[config.mk]
export PLATFORM = sky130hd
export DESIGN_NAME = ljpf_sub
export DESIGN_NICKNAME = d
export VERILOG_FILES = /design/src/design/ljpf_pkg.sv /design/src/design/ljpf_norm.sv /design/src/design/ljpf_sub.sv
export SDC_FILE = /design/constraint.sdc
export NUM_CORES = 1
export LEC_CHECK = 0
export BUFFER_PORTS_ARGS = -buffer_cell sky130_fd_sc_hd__buf_2
export CORE_UTILIZATION = 66
export CTS_BUF_LIST = sky130_fd_sc_hd__clkbuf_8
export DETAILED_ROUTE_END_ITERATION = 8
export PLACE_DENSITY = 0.83
export SYNTH_ARGS = -nofsm -noshare
export SYNTH_HDL_FRONTEND = slang
export SYNTH_SLANG_ARGS = --single-unit
[constraint.sdc]
create_clock -name clk -period 7.9 [get_ports clk]
set_clock_uncertainty 0.2 [all_clocks]
set_input_delay 0.395 -clock clk [delete_from_list [all_inputs] [get_ports clk]]
set_output_delay 0.395 -clock clk [all_outputs]
set_load 0.01 [all_outputs]
[src/design/ljpf_pkg.sv]
// shared types, constants and latencies for the lennard-jones pair force pipeline
// depends on nothing; every module of the block but ljpf_delay imports it
package ljpf_pkg;

	localparam int MANT_W = 32;
	localparam int EXP_W = 12;

	typedef logic signed [EXP_W-1:0] exp_t;

	// mantissa normalized to [2^31, 2^32), or zero
	typedef struct packed {
		logic [MANT_W-1:0] m;
		exp_t e;
	} pf_t;

	localparam int POS_W = 32;
	localparam int DIFF_W = POS_W + 1;
	localparam int SQ_W = 2 * POS_W;
	localparam int D2_W = SQ_W + 2;
	localparam int FORCE_W = 48;
	localparam int EPS_SCALE = 24;
	localparam int E24_W = POS_W + 5;

	localparam int CFG_IDX_W = 2;
	localparam int CFG_DATA_W = 32;
	localparam logic [CFG_IDX_W-1:0] REG_SIGMA = CFG_IDX_W'(0);
	localparam logic [CFG_IDX_W-1:0] REG_EPSILON = CFG_IDX_W'(1);
	localparam logic [CFG_DATA_W-1:0] SIGMA_RESET = CFG_DATA_W'(65536);
	localparam logic [CFG_DATA_W-1:0] EPSILON_RESET = CFG_DATA_W'(65536);

	localparam logic [FORCE_W-1:0] FORCE_MAX_MAG = 48'h7FFF_FFFF_FFFF;
	localparam logic [FORCE_W-1:0] FORCE_MIN_MAG = 48'h8000_0000_0000;
	localparam int FIX_SAT_EXP = 17;

	localparam int NORM_LAT = 2;
	localparam int MUL_LAT = 2;
	localparam int DIV_STEPS = MANT_W + 1;
	localparam int DIV_LAT = DIV_STEPS + 1;
	localparam int SUB_LAT = 3 + NORM_LAT;
	localparam int FIX_LAT = 2;

endpackage

[src/design/ljpf_norm.sv]
// two-stage normalizer: leading-zero count, then shift to a 32-bit mantissa
// depends on ljpf_pkg
module ljpf_norm import ljpf_pkg::*; #(
	parameter int W = 64
) (
	input  logic         clk,
	input  logic [W-1:0] x,
	input  exp_t         e_in,
	output pf_t          y
);

	localparam int LZ_W = $clog2(W);

	logic [LZ_W-1:0] lz;
	logic [W-1:0]    x_s1;
	logic [LZ_W-1:0] lz_s1;
	exp_t            e_s1;
	logic            zero_s1;
	logic [W-1:0]    shifted;
	pf_t             y_s2;

	// highest set bit wins
	always_comb begin
		lz = '0;
		for (int i = 0; i < W; i++) begin
			if (x[i]) begin
				lz = LZ_W'(W - 1 - i);
			end
		end
	end

	always_ff @(posedge clk) begin
		x_s1 <= x;
		lz_s1 <= lz;
		e_s1 <= e_in;
		zero_s1 <= (x == '0);
	end

	assign shifted = x_s1 << lz_s1;

	always_ff @(posedge clk) begin
		if (zero_s1) begin
			y_s2 <= '0;
		end else begin
			y_s2.m <= shifted[W-1 -: MANT_W];
			y_s2.e <= e_s1 + exp_t'(W - MANT_W) - exp_t'(lz_s1);
		end
	end

	assign y = y_s2;

endmodule

[src/design/ljpf_sub.sv]
// a - b of two non-negative values with 31 guard bits, sign out separately
// depends on ljpf_pkg, ljpf_norm
module ljpf_sub import ljpf_pkg::*; (
	input  logic clk,
	input  pf_t  a,
	input  pf_t  b,
	output pf_t  y,
	output logic neg
);

	localparam int GUARD = MANT_W - 1;
	localparam int ALN_W = MANT_W + GUARD;

	logic              az;
	logic              bz;
	logic              a_big;
	pf_t               big;
	pf_t               small_v;
	exp_t              diff;

	pf_t               big_s1;
	logic [MANT_W-1:0] sm_m_s1;
	logic              far_s1;
	logic [5:0]        sh_s1;
	logic              neg_s1;

	logic [ALN_W-1:0]  bm_s2;
	logic [ALN_W-1:0]  sm_s2;
	exp_t              e_s2;
	logic              neg_s2;

	logic [ALN_W-1:0]  x_s3;
	exp_t              e_s3;
	logic              neg_s3;
	logic              neg_s4;
	logic              neg_s5;

	// a zero operand becomes the small side with a zero mantissa
	always_comb begin
		az = (a.m == '0);
		bz = (b.m == '0);
		a_big = bz || (!az && ((a.e > b.e) || ((a.e == b.e) && (a.m >= b.m))));
		big = a_big ? a : b;
		small_v = a_big ? b : a;
		if (az || bz) begin
			small_v.m = '0;
		end
		diff = big.e - small_v.e;
	end

	always_ff @(posedge clk) begin
		big_s1 <= big;
		sm_m_s1 <= small_v.m;
		far_s1 <= (diff >= exp_t'(ALN_W));
		sh_s1 <= diff[5:0];
		neg_s1 <= !a_big;
	end

	always_ff @(posedge clk) begin
		bm_s2 <= {big_s1.m, {GUARD{1'b0}}};
		sm_s2 <= far_s1 ? '0 : ({sm_m_s1, {GUARD{1'b0}}} >> sh_s1);
		e_s2 <= big_s1.e - exp_t'(GUARD);
		neg_s2 <= neg_s1;
	end

	always_ff @(posedge clk) begin
		x_s3 <= bm_s2 - sm_s2;
		e_s3 <= e_s2;
		neg_s3 <= neg_s2;
		neg_s4 <= neg_s3;
		neg_s5 <= neg_s4;
	end

	ljpf_norm #(.W(ALN_W)) u_norm (
		.clk  (clk),
		.x    (x_s3),
		.e_in (e_s3),
		.y    (y)
	);

	assign neg = neg_s5;

endmodule

==> results of run 1 <==
## sequential cells by signal, indices dropped and copies added (netlist names), 6 cells and up
signal,cells
sm_s2,63
u_norm.x_s1,63
x_s3,63
big_s1,44
u_norm.y,44
bm_s2,32
sm_m_s1,32
e_s2,12
e_s3,12
u_norm.e_s1,12
sh_s1,6
u_norm.lz_s1,6
## stage by stage
stage / utilization [%] / instance area [µm²] / hold WS [ns] / setup slack [ns] / instances
6_report: 78.4 / 23400 / 0.0570 / 2.98 / 2903
5_1_grt: 78.4 / 23400 / 0.0460 / 2.85 / 2903
4_1_cts: 78.4 / 23400 / 0.0171 / 3.15 / 2903
3_5_place_dp: 70.3 / 21000 / 0.112 / 3.09 / 2686
3_3_place_gp: 70.3 / 21000 / 0.110 / 3.10 / 2686
2_1_floorplan: - / 20100 / 0.110 / 3.83 / 2264
## layer usage
metal	global-route usage, %	vias to the layer above	wire length (µm)
li1	-	8491	-
met1	44.2	8515	22900
met2	65.7	1053	28600
met3	5.84	258	4290
met4	23.6	0	3860
met5	0	-	0
## cells by family after synthesis
group	after synthesis	share of synthesized area, %
xor gates and xnor gates	86	3.75
buffers and inverters	260	4.86
DFF	396	39.5
AOI/OAI and AO/OA	513	16.7
and+or+nand+nor	747	17.0
muxes	167	12.3
adders and majority gates	95	5.96
## worst paths after layout
kind | start | endpoint | slack, ns | cells past startpoint
hold reg to reg | neg_s1 | neg_s2 | 0.10 | 0
hold / removal | a[0] | sh_s1[1] | 0.06 | 3
setup reg to reg | u_norm.lz_s1[3] | u_norm.y[11] | 3.22 | 15
setup / recovery | b[16] | far_s1 | 2.98 | 16
## cell type report
| class | instances | area (µm²) | share of cell area (%) |
|---|---|---|---|
| timing repair buffer | 255 | 1840 | 7.89 |
| clock inverter | 37 | 333 | 1.42 |
| inverter | 142 | 533 | 2.28 |
| clock buffer | 75 | 1030 | 4.42 |
| multi-input combinational | 1608 | 11200 | 47.9 |
| sequential | 396 | 7930 | 34.0 |
| tap | 390 | 488 | 2.09 |
## critical path, stage by stage
cell and delay, ns:
dlygate4sd3_1 0.55, buf_2 0.14, inv_1 0.09, ha_1 0.25, a21o_1 0.17, a2111oi_0 0.39
o21ai_0 0.15, a211oi_1 0.64, o2111ai_1 0.60, and4_1 0.47, o31ai_1 0.34, nand4_1 0.16
a31oi_1 0.33, xnor2_1 0.12, a311oi_1 0.27, a31oi_1 0.11
## cells in the mapped netlist (all sizes together), types with 9 or more instances
cell type	instances
and2	10
a31oi	19
nand3	20
o221ai	10
o21a	10
a22oi	11
a21o	13
xor2	22
mux2i	85
a21oi	113
mux2	21
dfxtp	396
o31ai	14
o21bai	15
and3	9
nor2b	25
buf	20
nor3	68
nand2	262
or4	11
o22a	21
o22ai	14
xnor2	64
nor2	230
mux4	61
o21ai	132
clkbuf	98
a211oi	75
nor4	36
nand2b	24
ha	94
inv	139
o211ai	11
or3	14
nand4	14
## power by group
part,switching (mW),internal (mW)
Combinational,2.62,1.90
Clock,0.802,1.04
Sequential,0.520,2.73
Total,3.94,5.66
==> impl_metrics.tcl, run 1 <==
set metrics [dict create \
    status "completed" \
    async_reset_ff_share_pct 0 \
    drc 0 \
    gp_congestion 0.991 \
    critPathArrivalTime_ns 5.19 \
    setup_tns_ns 0 \
    start_kind "input port" \
    power_density_nw_per_um2 411 \
    ys_warn_count 0 \
    cp-end-kind "register" \
    coreArea_um2 29800 \
    synth_fp_nets 2448 \
    diodes 0 \
    fmax_mhz 203 \
    syn2layout_area_growth_pct 16.3 \
    drt-pass1-iter-count 8 \
    synth_top_area_share_pct 39.5 \
    ys_types 76 \
    path_clk_slew_ns 0.06 \
    synth_cells 2264 \
    synth_area_um2 20100 \
    leakage_nw 9.97 \
    fillers 1936 \
    nets 2647 \
    clk-insertion-delay-late_ns 0.64 \
    wl_per_cell_um 20.5 \
    syn_avg_cell_area_um2 8.87 \
    rsz0062_at_grt "no" \
    hpwl_um 42600 \
    drt-total-wl_um 59600 \
    die_h_um 176 \
    grt_pass1_wl_um 93500 \
    tightest_slew_ns 1.19 \
    grt.overflow.total 0 \
    synth_flop_cell "dfxtp_1" \
    drtIter0Drc 1853 \
    clock_sinks 396 \
    die_w_um 176 \
    finalHoldViolations 0 \
    critical_path_class "input port to register" \
    cts_setup_buffers 0 \
    grt_max_degree 91 \
    final_common_cell "dfxtp_1" \
    hold_buffers 105 \
    clk_path_buf_depth 3 \
    ir_drop_mv 0.203 \
    fin_crit_sh_pct 62.3 \
    finalCriticalPeriod_ns 4.92 \
    routed_via_density 6.31 \
    antenna_found_initial 1 \
    path_max_fanout 13 \
    postRouteAntennaNets 0 \
    max_slew_margin_pct 20.3 \
    yosysTopAreaCell "dfxtp_1" \
    num_io_pins 134 \
    worstHoldPathType "input port to register" \
    grt_util_all_layers_pct 38.0 \
    start_util_pct 67.4 \
    h-tree-depth 2 \
    setup_viol 0 \
    ys_ff_latch 396 \
    cts_tree "yes" \
    grt_pass1_vias 18000 \
    vias 18300 \
    drive_above_1_share_pct 14.2 \
    cts_buffers 60 \
    slew_violations 0 \
    cts-root-buf "clkbuf_8" \
    num_rows 63 \
    power_mw 9.60 \
    seq_area_frac_synth_pct 39.5 \
    dieArea_um2 31100 \
    ys_top_cells_by_area "dfxtp_1 39%, mux4_2 6.8%, ha_1 5.9%, nand2_1 4.9%, nor2_1 4.3%" \
    worstPathRequired_ns 8.17 \
    synth_edf_count 0 \
    most-common-layout-cells "393 x dfxtp_1, 262 x nand2_1, 229 x nor2_1" \
    drv_cap 0 \
    io_buffer_count 133 \
    post_cts_resized 0 \
]
Power figures use the tool's default switching activity.
==> run 2, diff against run 1 <==
--- a/config.mk
+++ b/config.mk
@@ -6,10 +6,10 @@
 export NUM_CORES = 1
 export LEC_CHECK = 0
 export BUFFER_PORTS_ARGS = -buffer_cell sky130_fd_sc_hd__buf_2
-export CORE_UTILIZATION = 66
+export CORE_UTILIZATION = 63
 export CTS_BUF_LIST = sky130_fd_sc_hd__clkbuf_8
 export DETAILED_ROUTE_END_ITERATION = 8
-export PLACE_DENSITY = 0.83
+export PLACE_DENSITY = 0.8
 export SYNTH_ARGS = -nofsm -noshare
 export SYNTH_HDL_FRONTEND = slang
 export SYNTH_SLANG_ARGS = --single-unit
==> constraint.sdc (replaced) <==
create_clock -name clk -period 5 [get_ports clk]
set_clock_uncertainty 0.2 [all_clocks]
set_input_delay 0.25 -clock clk [delete_from_list [all_inputs] [get_ports clk]]
set_output_delay 0.25 -clock clk [all_outputs]
set_load 0.01 [all_outputs]
==> run 2 against run 1 <==
  * Worst hold slack hardly changed
  * Sequential share of layout area is 0.23 points lower
  * First-iteration DRC count is 15% lower
  * Sequential power is 58% higher
  * Power is 55% higher
  * Die area is 4.7% higher
  * Non-clock buffer count is 33 higher
  * Clock-buffer cell count is 5 lower
  * Critical path depth is 1 lower
  * Clock power is 45% higher
  * Largest power group unchanged
  * Highest routed layer is now met5
==> impl_metrics.tcl, run 2 (synthesis results as in run 1) <==
set metrics [dict create \
    grt_util_all_layers_pct 36.7 \
    die_h_um 181 \
    tightest_slew_ns 1.18 \
    fillers 2238 \
    cts_tree "yes" \
    grt_max_degree 69 \
    worstHoldPathType "input port to register" \
    status "completed" \
    fmax_mhz 219 \
    fin_util_pct 74.7 \
    power.share.switching_pct 40.7 \
    clk-insertion-delay-late_ns 0.64 \
    cp_top_family "buffers and inverters" \
    whs_ns 0.0570 \
    grt_pass1_vias 17800 \
    routed_via_density 6.17 \
    fin_crit_sh_pct 91.3 \
    antenna_found_initial 2 \
    post_cts_resized 0 \
    setup_tns_ns 0 \
    seqCellArea_um2 7930 \
    worstRegToRegCells 12 \
    power.share.clock_pct 18.0 \
    r2r_end "x_s3[61]" \
    start_kind "input port" \
    ir_drop_mv 0.282 \
    path_max_fanout 48 \
    critPathArrivalTime_ns 4.92 \
    gp_congestion 0.999 \
    p_int_mw 8.83 \
    io_buffer_count 133 \
    clock_sinks 396 \
    power_mw 14.9 \
    final-instance-count-excl-fill 2938 \
    place_area_um2 21100 \
    crit_path_max_incr_delay_ns 0.63 \
    drt-pass1-iter-count 7 \
    h-tree-depth 2 \
    cp-end-kind "register" \
    placed_cells 2713 \
    worst_slack_ns 0.437 \
    place_ws_ns 0.644 \
    path_cells "dlygate4sd3_1, buf_2, inv_1, ha_1, nand4_1, o21bai_1, o31ai_1, a211o_1, and3_1, nor2_4, buf_4, buf_4, inv_1, o21ai_0, dlygate4sd3_1" \
    slowest_stage "dlygate4sd3_1" \
    drv_cap 0 \
    die_w_um 181 \
    grt.overflow.total 0 \
    power_density_nw_per_um2 633 \
    vias 18100 \
    drive_above_1_share_pct 14.3 \
    finalCriticalPeriod_ns 4.56 \
    slew_violations 0 \
    drtIter0Drc 1583 \
    final_area_um2 23500 \
    leakage_nw 10.0 \
    nets 2677 \
    cts_buffers 57 \
    path_clk_slew_ns 0.06 \
    max_slew_margin_pct 20.9 \
    final_common_cell "dfxtp_1" \
    endpoint "big_s1[0]" \
    drc 0 \
    r2r_setup_slack_ns 1.02 \
    coreArea_um2 31500 \
    cp-startpoint "b[10]" \
    start_util_pct 63.8 \
    clk_path_buf_depth 3 \
    path_buf_inv 7 \
    pwr-share-seq_pct 34.5 \
    reg.largest.list "sm_s2 (63), u_norm.x_s1 (63), x_s3 (63)" \
    critical_path_class "input port to register" \
    wl_per_cell_um 20.4 \
    postRouteAntennaNets 0 \
    num_rows 65 \
    rsz0062_at_grt "no" \
    setup_viol 0 \
    dieArea_um2 32600 \
    most-common-layout-cells "393 x dfxtp_1, 262 x nand2_1, 229 x nor2_1" \
    switching_power_mw 6.07 \
    syn2layout_area_growth_pct 17.1 \
    drt-total-wl_um 60000 \
    worstPathRequired_ns 5.36 \
    multi_input_area_um2 11200 \
    num_io_pins 134 \
    cts-root-buf "clkbuf_8" \
    cp.depth 15 \
    grt_pass1_wl_um 94800 \
    reg2reg_from "sm_s2[22]" \
    finalHoldViolations 0 \
    combPwrFrac_pct 47.6 \
    hpwl_um 43500 \
]
==> run 2: cell types whose count changed in the layout (fill, tap and decap cells not counted), sizes merged, moves of 2 or more <==
| cell | before | now |
|---|---|---|
| dlygate4sd3 | 105 | 123 |
| clkbuf | 75 | 70 |
| diode | 0 | 2 |
| clkinvlp | 4 | 2 |
| buf | 150 | 165 |
| inv | 159 | 155 |
==> run 2: power groups by stage <==
stage,registers [mW],clock network [mW],logic [mW]
2_1_floorplan,4.94,0,4.98
3_3_place_gp,5.08,0,6.64
3_5_place_dp,5.15,0,6.76
4_1_cts,5.11,2.71,6.97
5_1_grt,5.26,2.85,7.70
6_report,5.14,2.67,7.09
==> run 2: how the worst min path moves through the flow <==
stage,start,end,cells past startpoint
floorplan,big_s1[12],bm_s2[31],0
global placement,e_s2[9],e_s3[9],0
detailed placement,big_s1[41],bm_s2[60],0
CTS,b[4],sh_s1[5],6
global route,b[4],sh_s1[5],5
finish,b[4],sh_s1[5],6
==> run 2: area by class of cell <==
cell class / instances / share of cell area, %
Clock buffer: 70 / 4.10
Clock inverter: 30 / 1.05
Tap cell: 402 / 2.14
Antenna cell: 2 / 0.0213
Timing Repair Buffer: 288 / 9.08
Inverter: 142 / 2.27
Multi-Input combinational cell: 1608 / 47.6
Sequential cell: 396 / 33.7
==> run 2: routing by layer <==
metal | global-route usage, % | part of all wire (%) | vias up | wire length (µm)
li1 | - | - | 8555 | -
met1 | 43.6 | 40 | 8451 | 23800
met2 | 63.4 | 48 | 883 | 29000
met3 | 5.42 | 6.6 | 222 | 3940
met4 | 20.8 | 5.6 | 2 | 3370
met5 | 0 | 0.022 | - | 13
==> run 2: worst register-to-register path: stages, from the launching register on <==
cell and delay, ns:
dfxtp_1 0.36, or4_4 0.55, or4bb_1 0.61, nor4b_2 0.53, o311ai_1 0.23, o2111ai_1 0.22, a21oi_1 0.14, o21ai_1 0.15
o2111ai_1 0.18, a31oi_1 0.33, a21o_1 0.17, a21oi_1 0.07, xnor2_1 0.13
==> run 2: timing repair <==
item | 4_1_cts | 5_1_grt
buffers inserted | 0 | 0
endpoints found under the hold margin | 81 | 0
hold buffers | 123 | 0
==> run 3, diff against run 2 <==
--- a/config.mk
+++ b/config.mk
@@ -5,6 +5,7 @@
 export SDC_FILE = /design/constraint.sdc
 export NUM_CORES = 1
 export LEC_CHECK = 0
+export ABC_CLOCK_PERIOD_IN_PS = 5200
 export BUFFER_PORTS_ARGS = -buffer_cell sky130_fd_sc_hd__buf_2
 export CORE_UTILIZATION = 63
 export CTS_BUF_LIST = sky130_fd_sc_hd__clkbuf_8
==> constraint.sdc (replaced) <==
create_clock -name clk -period 5.2 [get_ports clk]
set_clock_uncertainty 0.2 [all_clocks]
set_input_delay 0.26 -clock clk [delete_from_list [all_inputs] [get_ports clk]]
set_output_delay 0.26 -clock clk [all_outputs]
set_load 0.01 [all_outputs]
==> run 3 against run 2 <==
  * Routed wire length down 0.28%
  * Die area is the same
  * Sequential share of layout area hardly changed
  * Critical endpoint unchanged
  * Non-clock buffer count is 7 lower
==> impl_metrics.tcl, run 3 (synthesis results as in run 1) <==
set metrics [dict create \
    die_h_um 181 \
    placed_cells 2707 \
    io_buffer_count 133 \
    diodes 0 \
    postRouteAntennaNets 0 \
    ir_drop_mv 0.309 \
    cts_buffers 59 \
    leakage_nw 10.0 \
    r2r_end "x_s3[61]" \
    status "completed" \
    path_clk_slew_ns 0.06 \
    start_kind "input port" \
    gp_congestion 0.988 \
    nets 2672 \
    grt_pass1_wl_um 94100 \
    final_common_cell "dfxtp_1" \
    most-common-layout-cells "393 x dfxtp_1, 262 x nand2_1, 229 x nor2_1" \
    wl_per_cell_um 20.4 \
    fin_util_pct 74.8 \
    switching_power_mw 5.88 \
    setup_tns_ns 0 \
    die_w_um 181 \
    grt.overflow.total 0 \
    grt_util_all_layers_pct 36.2 \
    worstHoldPathType "input port to register" \
    pwr-share-seq_pct 34.3 \
    min_path_cells 5 \
    rsz0062_at_grt "no" \
    setup_viol 0 \
    critPathArrivalTime_ns 4.94 \
    finalCriticalPeriod_ns 4.56 \
    drv_cap 0 \
    cp-startpoint "b[10]" \
    final-instance-count-excl-fill 2939 \
    r2r_setup_slack_ns 1.19 \
    post_cts_resized 0 \
    path_buf_inv 6 \
    syn2layout_area_growth_pct 17.2 \
    critical_path_class "input port to register" \
    hold_buffers 122 \
    cp.depth 14 \
    reg.largest.list "sm_s2 (63), u_norm.x_s1 (63), x_s3 (63)" \
    fmax_mhz 219 \
    fin_crit_sh_pct 87.8 \
    cp_top_family "buffers and inverters" \
    vias 18000 \
    reg2reg_from "sm_s2[22]" \
    grt_max_degree 90 \
    drt-pass1-iter-count 6 \
    coreArea_um2 31500 \
    cts-root-buf "clkbuf_8" \
    tightest_slew_ns 1.26 \
    grt_pass1_vias 17800 \
    combPwrFrac_pct 47.2 \
    clk_path_buf_depth 3 \
    path_cells "dlygate4sd3_1, buf_2, inv_1, ha_1, nand4_1, o21bai_1, o31ai_1, a211o_1, and3_1, nor2_4, buf_4, inv_1, o21ai_0, dlygate4sd3_1" \
    drc 0 \
    cp-end-kind "register" \
    antenna_found_initial 1 \
    power_density_nw_per_um2 612 \
    clock_sinks 396 \
    clk-insertion-delay-late_ns 0.63 \
    p_int_mw 8.53 \
    routed_via_density 6.13 \
    power.share.clock_pct 18.4 \
    num_io_pins 134 \
    drt-total-wl_um 59900 \
    max_slew_margin_pct 15.9 \
    cts_tree "yes" \
    slew_violations 0 \
    final_area_um2 23500 \
    power_mw 14.4 \
    power.share.switching_pct 40.8 \
    worstPathRequired_ns 5.57 \
    hpwl_um 43600 \
    slowest_stage "buf_4" \
    finalHoldViolations 0 \
    dieArea_um2 32600 \
    cts_setup_buffers 0 \
    drtIter0Drc 1721 \
    drive_above_1_share_pct 14.3 \
    num_rows 65 \
    start_util_pct 63.8 \
    worstRegToRegCells 12 \
    place_area_um2 21000 \
    endpoint "big_s1[0]" \
    path_max_fanout 89 \
    crit_path_max_incr_delay_ns 0.65 \
    h-tree-depth 2 \
]
==> run 3: cell types whose count changed in the layout (fill, tap and decap cells not counted) <==
cell / change
buf_4: -6
bufinv_16: +1
clkbuf_8: -2
clkinv_2: +1
clkinv_4: -1
clkinv_8: +1
clkinvlp_4: +6
diode_2: -2
dlygate4sd3_1: -1
inv_1: +4
inv_12: +1
inv_8: -1
==> run 3: area by class of cell <==
| cell class | count | area, µm² |
|---|---|---|
| clock buffers | 68 | 936 |
| clock inverters | 42 | 354 |
| fillers | 2180 | 7930 |
| inverters | 142 | 533 |
| multi-input cells | 1608 | 11200 |
| flip-flops and latches | 396 | 7930 |
| well taps | 402 | 503 |
| repair buffers | 281 | 2080 |
==> run 3: how the worst min path moves through the flow <==
stage	start	to	slack, ns
after global placement	e_s2[10]	e_s3[10]	0.11
after CTS	b[5]	sh_s1[5]	0.03
after global routing	b[5]	sh_s1[5]	0.07
after detailed placement	big_s1[30]	bm_s2[49]	0.11
final	b[4]	sh_s1[5]	0.06
after floorplan	big_s1[12]	bm_s2[31]	0.11
==> run 3: metrics by stage <==
stage,setup WS [ns],hold slack [ns]
after detailed placement,0.741,0.112
after global placement,0.815,0.111
after CTS,0.838,0.0297
after floorplan,1.26,0.110
after global routing,0.405,0.0740
final,0.635,0.0636
==> run 3: power by group through the flow <==
stage               clock network [mW]  logic, mW  registers (mW)
floorplan                            0       4.79            4.75
global placement                     0       6.37            4.89
detailed placement                   0       6.48            4.97
CTS                               2.69       6.69            4.92
global route                      2.84       7.40            5.04
finish                            2.66       6.81            4.95
==> run 3: worst min-delay path, delay by kind of cell <==
| family | cells | cell delay, ns |
|---|---|---|
| xor+xnor | 1 | 0.14 |
| compound gates | 2 | 0.25 |
| simple gates | 1 | 0.07 |
| buf+inv | 1 | 0.09 |
==> run 3: per-layer routing <==
layer	vias up	track usage (%)	wire length [µm]
li1	8546	-	-
met1	8381	42.3	23600
met2	894	63.3	29000
met3	198	4.91	3680
met4	0	21.9	3660
met5	-	0	0
